--- config.mk ---
export PLATFORM = sky130hd
export DESIGN_NAME = snell_isqrt
export DESIGN_NICKNAME = d
export VERILOG_FILES = /design/src/rtl/snell_isqrt.sv
export SDC_FILE = /design/constraint.sdc
export NUM_CORES = 1
export LEC_CHECK = 0
export ABC_AREA = 1
export BUFFER_PORTS_ARGS = -buffer_cell sky130_fd_sc_hd__buf_4
export CAP_MARGIN = 20
export CORE_UTILIZATION = 25
export CTS_CLUSTER_DIAMETER = 50
export DETAILED_ROUTE_END_ITERATION = 12
export GPL_TIMING_DRIVEN = 0
export PLACE_DENSITY_LB_ADDON = 0.05
export REMOVE_ABC_BUFFERS = 1
export SKIP_CTS_REPAIR_TIMING = 1
export SLEW_MARGIN = 20
export SYNTH_ARGS = -nofsm -noshare
export SYNTH_HDL_FRONTEND = slang
export SYNTH_SLANG_ARGS = --single-unit
--- constraint.sdc ---
create_clock -name clk -period 7.3 [get_ports clk]
set_input_delay 0.365 -clock clk [delete_from_list [all_inputs] [get_ports clk]]
set_output_delay 0.365 -clock clk [all_outputs]
set_load 0.005 [all_outputs]
--- src/rtl/snell_isqrt.sv ---
// ----------------------------------------------------------------------------
// snell_isqrt: pipelined integer square root
// Floor square root, one root bit per register stage, with a side word that
// travels alongside each item. Stages that hold no item close up under stall.
// ----------------------------------------------------------------------------
module snell_isqrt #(
  parameter int ROOT_BITS = 15,
  parameter int SIDE_W    = 8
) (
  input  logic                   clk,
  input  logic                   rst,
  input  logic                   src_valid,
  output logic                   src_stall,
  input  logic [2*ROOT_BITS-1:0] src_rad,
  input  logic [SIDE_W-1:0]      src_side,
  output logic                   dst_valid,
  input  logic                   dst_stall,
  output logic [ROOT_BITS-1:0]   dst_root,
  output logic [SIDE_W-1:0]      dst_side
);

  localparam int RW = 2 * ROOT_BITS + 1;

  logic [RW-1:0]        rem_q  [ROOT_BITS];
  logic [ROOT_BITS-1:0] root_q [ROOT_BITS];
  logic [SIDE_W-1:0]    side_q [ROOT_BITS];
  logic                 vld    [ROOT_BITS];
  logic                 go     [ROOT_BITS];

  for (genvar k = 0; k < ROOT_BITS; k++) begin : g_stage
    localparam int BIT = ROOT_BITS - 1 - k;
    logic [RW-1:0]        rem_in;
    logic [ROOT_BITS-1:0] root_in;
    logic [SIDE_W-1:0]    side_in;
    logic                 vld_in;
    logic [RW-1:0]        trial;
    logic                 fits;

    if (k == 0) begin : g_first
      assign rem_in  = {1'b0, src_rad};
      assign root_in = '0;
      assign side_in = src_side;
      assign vld_in  = src_valid;
    end else begin : g_next
      assign rem_in  = rem_q[k-1];
      assign root_in = root_q[k-1];
      assign side_in = side_q[k-1];
      assign vld_in  = vld[k-1];
    end

    if (k == ROOT_BITS - 1) begin : g_last
      assign go[k] = !vld[k] || !dst_stall;
    end else begin : g_mid
      assign go[k] = !vld[k] || go[k+1];
    end

    assign trial = (RW'(root_in) << (BIT + 1)) | (RW'(1) << (2 * BIT));
    assign fits  = rem_in >= trial;

    always_ff @(posedge clk) begin
      if (rst) begin
        vld[k] <= 1'b0;
      end else if (go[k]) begin
        vld[k] <= vld_in;
      end
    end

    always_ff @(posedge clk) begin
      if (go[k] && vld_in) begin
        rem_q[k]  <= fits ? rem_in - trial : rem_in;
        root_q[k] <= fits ? (root_in | (ROOT_BITS'(1) << BIT)) : root_in;
        side_q[k] <= side_in;
      end
    end
  end

  assign src_stall = !go[0];
  assign dst_valid = vld[ROOT_BITS-1];
  assign dst_root  = root_q[ROOT_BITS-1];
  assign dst_side  = side_q[ROOT_BITS-1];

endmodule

==> results of run 1 <==
==> cells in the mapped netlist (6+ instances only) <==
cell	number
sky130_fd_sc_hd__o21ai_0	107
sky130_fd_sc_hd__o21ai_1	52
sky130_fd_sc_hd__buf_2	8
sky130_fd_sc_hd__xnor2_1	55
sky130_fd_sc_hd__nand4_1	60
sky130_fd_sc_hd__nor3_1	71
sky130_fd_sc_hd__nor2_1	305
sky130_fd_sc_hd__a21oi_1	165
sky130_fd_sc_hd__xor2_1	94
sky130_fd_sc_hd__inv_1	419
sky130_fd_sc_hd__o2111ai_1	7
sky130_fd_sc_hd__nand2_1	478
sky130_fd_sc_hd__edfxtp_1	689
sky130_fd_sc_hd__o21ai_2	24
sky130_fd_sc_hd__nor4_1	35
sky130_fd_sc_hd__o211ai_1	14
sky130_fd_sc_hd__inv_2	9
sky130_fd_sc_hd__nand3b_1	8
sky130_fd_sc_hd__nand3_1	112
sky130_fd_sc_hd__ha_1	131
sky130_fd_sc_hd__buf_6	13
sky130_fd_sc_hd__nor2_2	8
sky130_fd_sc_hd__a21o_1	9
sky130_fd_sc_hd__a21oi_2	14
sky130_fd_sc_hd__or2_2	31
sky130_fd_sc_hd__nand2_2	6
==> kinds of logic (layout without fill, tap and decap cells) <==
| logic type | Yosys count | count (layout) | synth area share, % |
|---|---|---|---|
| XOR/XNOR | 149 | 149 | 3.935 |
| AO/OA/AOI/OAI | 428 | 428 | 7.594 |
| AND/OR/NAND/NOR | 1147 | 1147 | 15.55 |
| other | 1 | 1 | 0.01131 |
| buffers and inverters | 460 | 735 | 5.594 |
| adder cells (fa/ha/maj) | 131 | 131 | 4.942 |
| flip-flops | 689 | 689 | 62.38 |
==> power breakdown <==
part           internal (W)  switching, W
Combinational     0.0000587     0.0000715
Clock               0.00314       0.00187
Sequential          0.00436     0.0000234
Total               0.00756       0.00197
==> final timing paths <==
path                 startpoint       endpoint  slack, ps
hold reg to reg   side_q[1][16]  side_q[1][24]        410
setup / recovery  rem_q[1][103]  rem_q[1][143]       4030
hold / removal        src_valid      vld[0][0]         50
setup reg to reg  rem_q[1][103]  rem_q[1][143]       4030
==> cells in the final DEF, fill, tap and decap left out, types with 39 or more instances in the layout <==
cell and count:
sky130_fd_sc_hd__o21ai_1 52, sky130_fd_sc_hd__nand4_1 60, sky130_fd_sc_hd__a21oi_1 165, sky130_fd_sc_hd__xnor2_1 55, sky130_fd_sc_hd__nor3_1 71, sky130_fd_sc_hd__nand3_1 112, sky130_fd_sc_hd__ha_1 131, sky130_fd_sc_hd__o21ai_0 107
sky130_fd_sc_hd__buf_4 66, sky130_fd_sc_hd__nor2_1 298, sky130_fd_sc_hd__edfxtp_1 689, sky130_fd_sc_hd__inv_1 411, sky130_fd_sc_hd__nand2_1 478, sky130_fd_sc_hd__dlygate4sd3_1 39, sky130_fd_sc_hd__clkbuf_16 103, sky130_fd_sc_hd__xor2_1 94
==> critical path, stage by stage, from the launching register on <==
cell and delay, ps:
sky130_fd_sc_hd__edfxtp_1 420, sky130_fd_sc_hd__ha_1 380, sky130_fd_sc_hd__a21oi_1 220, sky130_fd_sc_hd__o21ai_0 140
sky130_fd_sc_hd__a31oi_2 270, sky130_fd_sc_hd__inv_1 80, sky130_fd_sc_hd__nand2_1 140, sky130_fd_sc_hd__nand3_2 130
sky130_fd_sc_hd__nor2_4 660, sky130_fd_sc_hd__inv_1 340, sky130_fd_sc_hd__nand2_1 150, sky130_fd_sc_hd__inv_1 50
==> layout make-up <==
cell class              instances  area [um^2]  share of cell area [%]
flip-flops and latches        689        20690                   51.88
well taps                    1755         2196                   5.506
repair buffers                119         1174                   2.943
clock inverters                69        893.4                   2.240
multi-input cells            1856        10680                   26.77
inverters                     429         1618                   4.057
clock buffers                 118         2634                   6.604
==> sequential cells by signal, summed over array words and instances, names as in the netlist <==
name	cells
side_q	120
rem_q	434
root_q	120
vld	15
==> stage by stage <==
stage | cells | area [um^2] | power, W
global placement | 4795 | 35620 | 0.004576
CTS | 4996 | 39490 | 0.009706
detailed placement | 4809 | 35960 | 0.004580
global route | 5035 | 39880 | 0.009880
finish | 5035 | 39880 | 0.009524
floorplan | 2974 | 32930 | 0.004521
==> routing by layer <==
metal | routed length, um | share of wire [%] | global-route usage, % | up-vias
met2 | 42540 | 49 | 22.41 | 337
met1 | 38560 | 45 | 15.94 | 10160
met5 | 0 | 0 | 0 | -
li1 | - | - | - | 10810
met4 | 1941 | 2.2 | 3.516 | 0
met3 | 3234 | 3.7 | 2.519 | 120
==> qor.log, run 1 <==
qor: timing.worstMarginPinSlew 979.7 ps
qor: place.hpwl 67.56 mm
qor: detailed_routing.route.final.wire_length 86.28 mm
qor: run.cap_viol_max_count 0
qor: detailed_routing.antenna_violating_nets_post_route 0
qor: floorplan.die_h 366.2 um
qor: timing.max-slew-margin-rel 34.49%
qor: power.peak_supply_drop 0.1639 mV
qor: layout.nNetsFinal 3370
qor: timing.setup_viol 0
qor: worst_setup_path.timing.reg2reg.worst_path_depth 11
qor: worst_setup_path.worstPathArrival 3700 ps
qor: place.placement.io_buffers 66
qor: power.power-per-cell-area 238.8 mW/mm^2
qor: floorplan.core.rowCount 133
qor: layout.nFillCells 13.41k
qor: detailed_routing.routedWlPerCell 17.14 um
qor: cts.htree_levels 3
qor: place.dp_slack 3954 ps
qor: global_route.global_route_wire_length_before_repair 132.5 mm
qor: logic_synthesis.asyncSetResetFlopFracSynth 0%
qor: cts.clock_sink_count 689
qor: cts.path_clk_slew 50 ps
qor: power.leakage_component_of_the_power 14.84 nW
qor: worst_setup_path.critPathLaunchType flop
qor: detailed_routing.detailroute.via_count 21.43k
qor: worst_setup_path.cp-end-kind flop
qor: detailed_routing.route.detailed.drc 0
qor: timing.clock.fmax 306.2 MHz
qor: global_route.first_global_vias 22.36k
qor: worst_setup_path.worst-path-max-fanout 35
qor: worst_setup_path.timing.critical_path.required 7730 ps
qor: timing.postLayoutSetupSlackWorst 4034 ps
qor: logic_synthesis.synth-warning-count 0
qor: cts.cts_tree done
qor: cts.worstSkewPairLatency 700 ps
qor: global_route.grt_usage 12.81%
qor: timing.rsz0062_at_grt false
qor: logic_synthesis.synth_top_cells_by_area sky130_fd_sc_hd__edfxtp_1, sky130_fd_sc_hd__nand2_1, sky130_fd_sc_hd__ha_1
qor: min_path.hold_path_class input pin to flop
qor: timing.fin_tns_setup 0 ps
qor: outcome.run_status finished, final reports clean
qor: logic_synthesis.netlist.area_leader.share 62.38%
qor: logic_synthesis.syn_avg_cell_area 11.04 um^2
qor: global_route.grt_max_degree 54
qor: floorplan.fp.coreArea 0.1316 mm^2
qor: logic_synthesis.sequential_share_of_the_synthesized_area 62.38%
qor: timing.timing_max_transition_violations_final 0
qor: cts.clock_root_buffer sky130_fd_sc_hd__clkbuf_16
qor: timing.worst_clock_skew 49.02 ps
qor: logic_synthesis.post_synth_instance_area 0.03317 mm^2
qor: logic_synthesis.ys_seq_elements 689
qor: worst_setup_path.worst-setup-path-type flop to flop
qor: global_route.grt-ovfl-total 0
qor: logic_synthesis.synthDistinctLibCells 63
qor: detailed_routing.vias_per_instance 4.256
qor: detailed_routing.detail_route.iter0.violations 1146
qor: floorplan.die_footprint 0.1341 mm^2
qor: logic_synthesis.synthesis.instances 3005
qor: logic_synthesis.synth_edf_count 689
qor: layout.layout-drive-gt1-share 11.68%
qor: logic_synthesis.synth-main-ff-cell sky130_fd_sc_hd__edfxtp_1
qor: timing.min_period 3266 ps
qor: detailed_routing.detail_route.first_pass.iterations 7
qor: cts.cts_buffers 102
qor: place.gpl.final_weighted_congestion 0.8510
qor: min_path.hold_depth 3
qor: floorplan.starting_density_of_the_core 25.20%
qor: timing.post_route_fraction_of_the_period_consumed_by_the_critical_path 44.73%
qor: timing.holdWs 45.14 ps
qor: floorplan.boundaryPins 67
qor: global_route.initial_antenna_violation_count 0
qor: layout.area_growth_from_synthesis_to_layout 20.23%
qor: layout.postLayoutCoreUtil 30.30%
qor: layout.antenna-diode-count 0
qor: cts.largest_buffer_count_on_any_clock_path 3
qor: logic_synthesis.yosysTopAreaCell sky130_fd_sc_hd__edfxtp_1
qor: timing.final_hold_viol_count 0
qor: floorplan.die_w 366.2 um
No activity file was read; power rests on OpenSTA's default activity.
==> run 2, diff against run 1 <==
- clock period: 7.3 -> 2.7 ns (I/O delays scaled with it)
==> qor.log, run 2 (synthesis gave the netlist of run 1 again) <==
qor: layout.layout_commonest_cell sky130_fd_sc_hd__edfxtp_1 [unchanged]
qor: cts.worstSkewPairLatency 700 ps [about the same]
qor: global_route.grt-ovfl-total 0 [unchanged]
qor: detailed_routing.antenna_violating_nets_post_route 0 [unchanged]
qor: worst_setup_path.timing.critical_path.required 3120 ps [was 7730 ps]
qor: cts.clock_root_buffer sky130_fd_sc_hd__clkbuf_16 [unchanged]
qor: place.gpl.final_weighted_congestion 0.8510 [unchanged]
qor: outcome.run_status finished with violations [was finished, final reports clean]
qor: detailed_routing.detail_route.first_pass.iterations 7 [unchanged]
qor: worst_setup_path.cp-end-kind flop [unchanged]
qor: detailed_routing.route.final.wire_length 88.17 mm [was 86.28 mm]
qor: detailed_routing.detailroute.via_count 21.84k [was 21.43k]
qor: floorplan.boundaryPins 67 [unchanged]
qor: layout.final_cell_count_no_fill 5097 [was 5035]
qor: min_path.hold_path_class input pin to flop [unchanged]
qor: global_route.global_route_wire_length_before_repair 132.5 mm [unchanged]
qor: layout.layout-drive-gt1-share 15.09% [was 11.68%]
qor: layout.reg.largest.list rem_q (434), root_q (120), side_q (120) [unchanged]
qor: detailed_routing.routedWlPerCell 17.30 um [was 17.14 um]
qor: worst_setup_path.worst-path-max-fanout 7 [was 35]
qor: cts.cts_tree done [unchanged]
qor: power.power-per-cell-area 629.5 mW/mm^2 [was 238.8 mW/mm^2]
qor: timing.worst_clock_skew 48.27 ps [was 49.02 ps]
qor: worst_setup_path.worst-setup-path-type flop to flop [unchanged]
qor: timing.rsz0062_at_grt true [was false]
qor: run.cap_viol_max_count 0 [unchanged]
qor: floorplan.starting_density_of_the_core 25.20% [unchanged]
qor: global_route.grt_max_degree 54 [unchanged]
qor: cts.path_clk_slew 60 ps [was 50 ps]
qor: timing.timing_max_transition_violations_final 0 [unchanged]
qor: cts.clock_sink_count 689 [unchanged]
qor: detailed_routing.routed.top_layer met4 [unchanged]
qor: place.hpwl 67.56 mm [unchanged]
qor: timing.setup_viol 3 [was 0]
qor: cts.cts_buffers 102 [unchanged]
qor: worst_setup_path.critPathLaunchType flop [unchanged]
qor: cts.largest_buffer_count_on_any_clock_path 3 [unchanged]
qor: layout.largest-register rem_q [unchanged]
qor: layout.largest_register_ffs 434 [unchanged]
qor: place.place.detailed.instances 4809 [unchanged]
qor: worst_setup_path.worstPathArrival 3140 ps [was 3700 ps]
qor: floorplan.die_footprint 0.1341 mm^2 [unchanged]
qor: timing.clock.fmax 368.8 MHz [was 306.2 MHz]
qor: detailed_routing.route.detailed.drc 0 [unchanged]
qor: layout.multi_input_area 0.01114 mm^2 [was 0.01068 mm^2]
qor: detailed_routing.detail_route.iter0.violations 1131 [was 1146]
qor: floorplan.die_w 366.2 um [unchanged]
qor: timing.max-slew-margin-rel 44.05% [was 34.49%]
qor: timing.worstMarginPinSlew 839.3 ps [was 979.7 ps]
qor: power.total_power 0.02576 W [was 0.009524 W]
qor: detailed_routing.wl_met3 3.015 mm [was 3.234 mm]
qor: cts.htree_levels 3 [unchanged]
qor: layout.postLayoutCoreUtil 31.08% [was 30.30%]
qor: layout.area_growth_from_synthesis_to_layout 23.36% [was 20.23%]
qor: layout.layout.area.seq 0.02069 mm^2 [unchanged]
qor: global_route.first_global_vias 22.36k [unchanged]
qor: floorplan.die_h 366.2 um [unchanged]
qor: timing.final_hold_viol_count 0 [unchanged]
qor: place.placement.io_buffers 66 [unchanged]
qor: timing.post_route_fraction_of_the_period_consumed_by_the_critical_path 100.4% [was 44.73%]
qor: place.dp_slack -646.3 ps [was 3954 ps]
qor: power.leakage_component_of_the_power 15.31 nW [was 14.84 nW]
qor: floorplan.core.rowCount 133 [unchanged]
qor: detailed_routing.m1WireLength 39.78 mm [was 38.56 mm]
qor: detailed_routing.vias_per_instance 4.286 [was 4.256]
qor: global_route.initial_antenna_violation_count 0 [unchanged]
qor: layout.most-common-layout-cells sky130_fd_sc_hd__edfxtp_1, sky130_fd_sc_hd__nand2_1, sky130_fd_sc_hd__inv_1 [unchanged]
qor: detailed_routing.wl_met2 43.34 mm [was 42.54 mm]
qor: timing.postLayoutSetupSlackWorst -11.79 ps [was 4034 ps]
qor: timing.min_period 2712 ps [was 3266 ps]
qor: global_route.grt_usage 12.81% [unchanged]
qor: floorplan.fp.coreArea 0.1316 mm^2 [unchanged]
qor: outcome.failed_checks negative setup slack
qor: power.peak_supply_drop 0.4423 mV [was 0.1639 mV]
qor: layout.nNetsFinal 3431 [was 3370]
qor: layout.nFillCells 13.36k [was 13.41k]
## run 2: cell count changes in the layout (fill, tap and decap cells not counted), sizes merged, moves of 2 or more
| cell | delta |
|---|---|
| buf | +50 |
| dlygate4sd3 | +4 |
| clkinv | +2 |
| nor2 | +2 |
## run 2: through the flow
step	instance area [um^2]	hold WS, ps	TNS (ps)
5_1_grt	40910	88.77	-415.3
3_5_place_dp	35960	314.9	-42070
4_1_cts	39490	-472.3	-45300
3_3_place_gp	35620	314.3	-544030
6_report	40920	151.7	-24.29
2_1_floorplan	32930	233.9	-147210
## run 2: final cells by class
type	instances	share of cell area (%)
inverters	429	4.043
diodes	1	0.006116
repair buffers	173	4.055
repair inverters	4	0.1101
clock inverters	69	2.183
multi-input cells	1859	27.23
well taps	1755	5.367
clock buffers	118	6.437
flip-flops and latches	689	50.57
## run 2: path summary, 6_finish.rpt
| path | start | endpoint | slack (ps) | cells after the start |
|---|---|---|---|---|
| worst max-delay path | rem_q[1][49] | rem_q[1][80] | -10 | 11 |
| worst min-delay path | src_rad[25] | rem_q[0][25] | 150 | 2 |
| worst max register to register | rem_q[1][49] | rem_q[1][80] | -10 | 11 |
| worst min register to register | side_q[1][16] | side_q[1][24] | 410 | 0 |
## run 2: routing by layer
metal | vias to the layer above | track usage (%)
li1 | 10970 | -
met1 | 10400 | 15.94
met2 | 352 | 22.41
met3 | 127 | 2.519
met4 | 0 | 3.516
met5 | - | 0
## run 2: worst max-delay path, cell delays in order (launching register included)
cell and delay [ps]:
sky130_fd_sc_hd__edfxtp_1 440, sky130_fd_sc_hd__ha_4 350, sky130_fd_sc_hd__nand2_4 70, sky130_fd_sc_hd__nor2_4 140, sky130_fd_sc_hd__nand2_2 80, sky130_fd_sc_hd__nor4_4 410, sky130_fd_sc_hd__nand4_1 390, sky130_fd_sc_hd__nand3_4 250
sky130_fd_sc_hd__buf_12 140, sky130_fd_sc_hd__inv_12 50, sky130_fd_sc_hd__nand2_2 80, sky130_fd_sc_hd__o21ai_2 50
## run 2: power breakdown
group,switching (W),internal [W]
registers,0.0000634,0.0118
logic,0.000195,0.000163
clock network,0.00506,0.00848
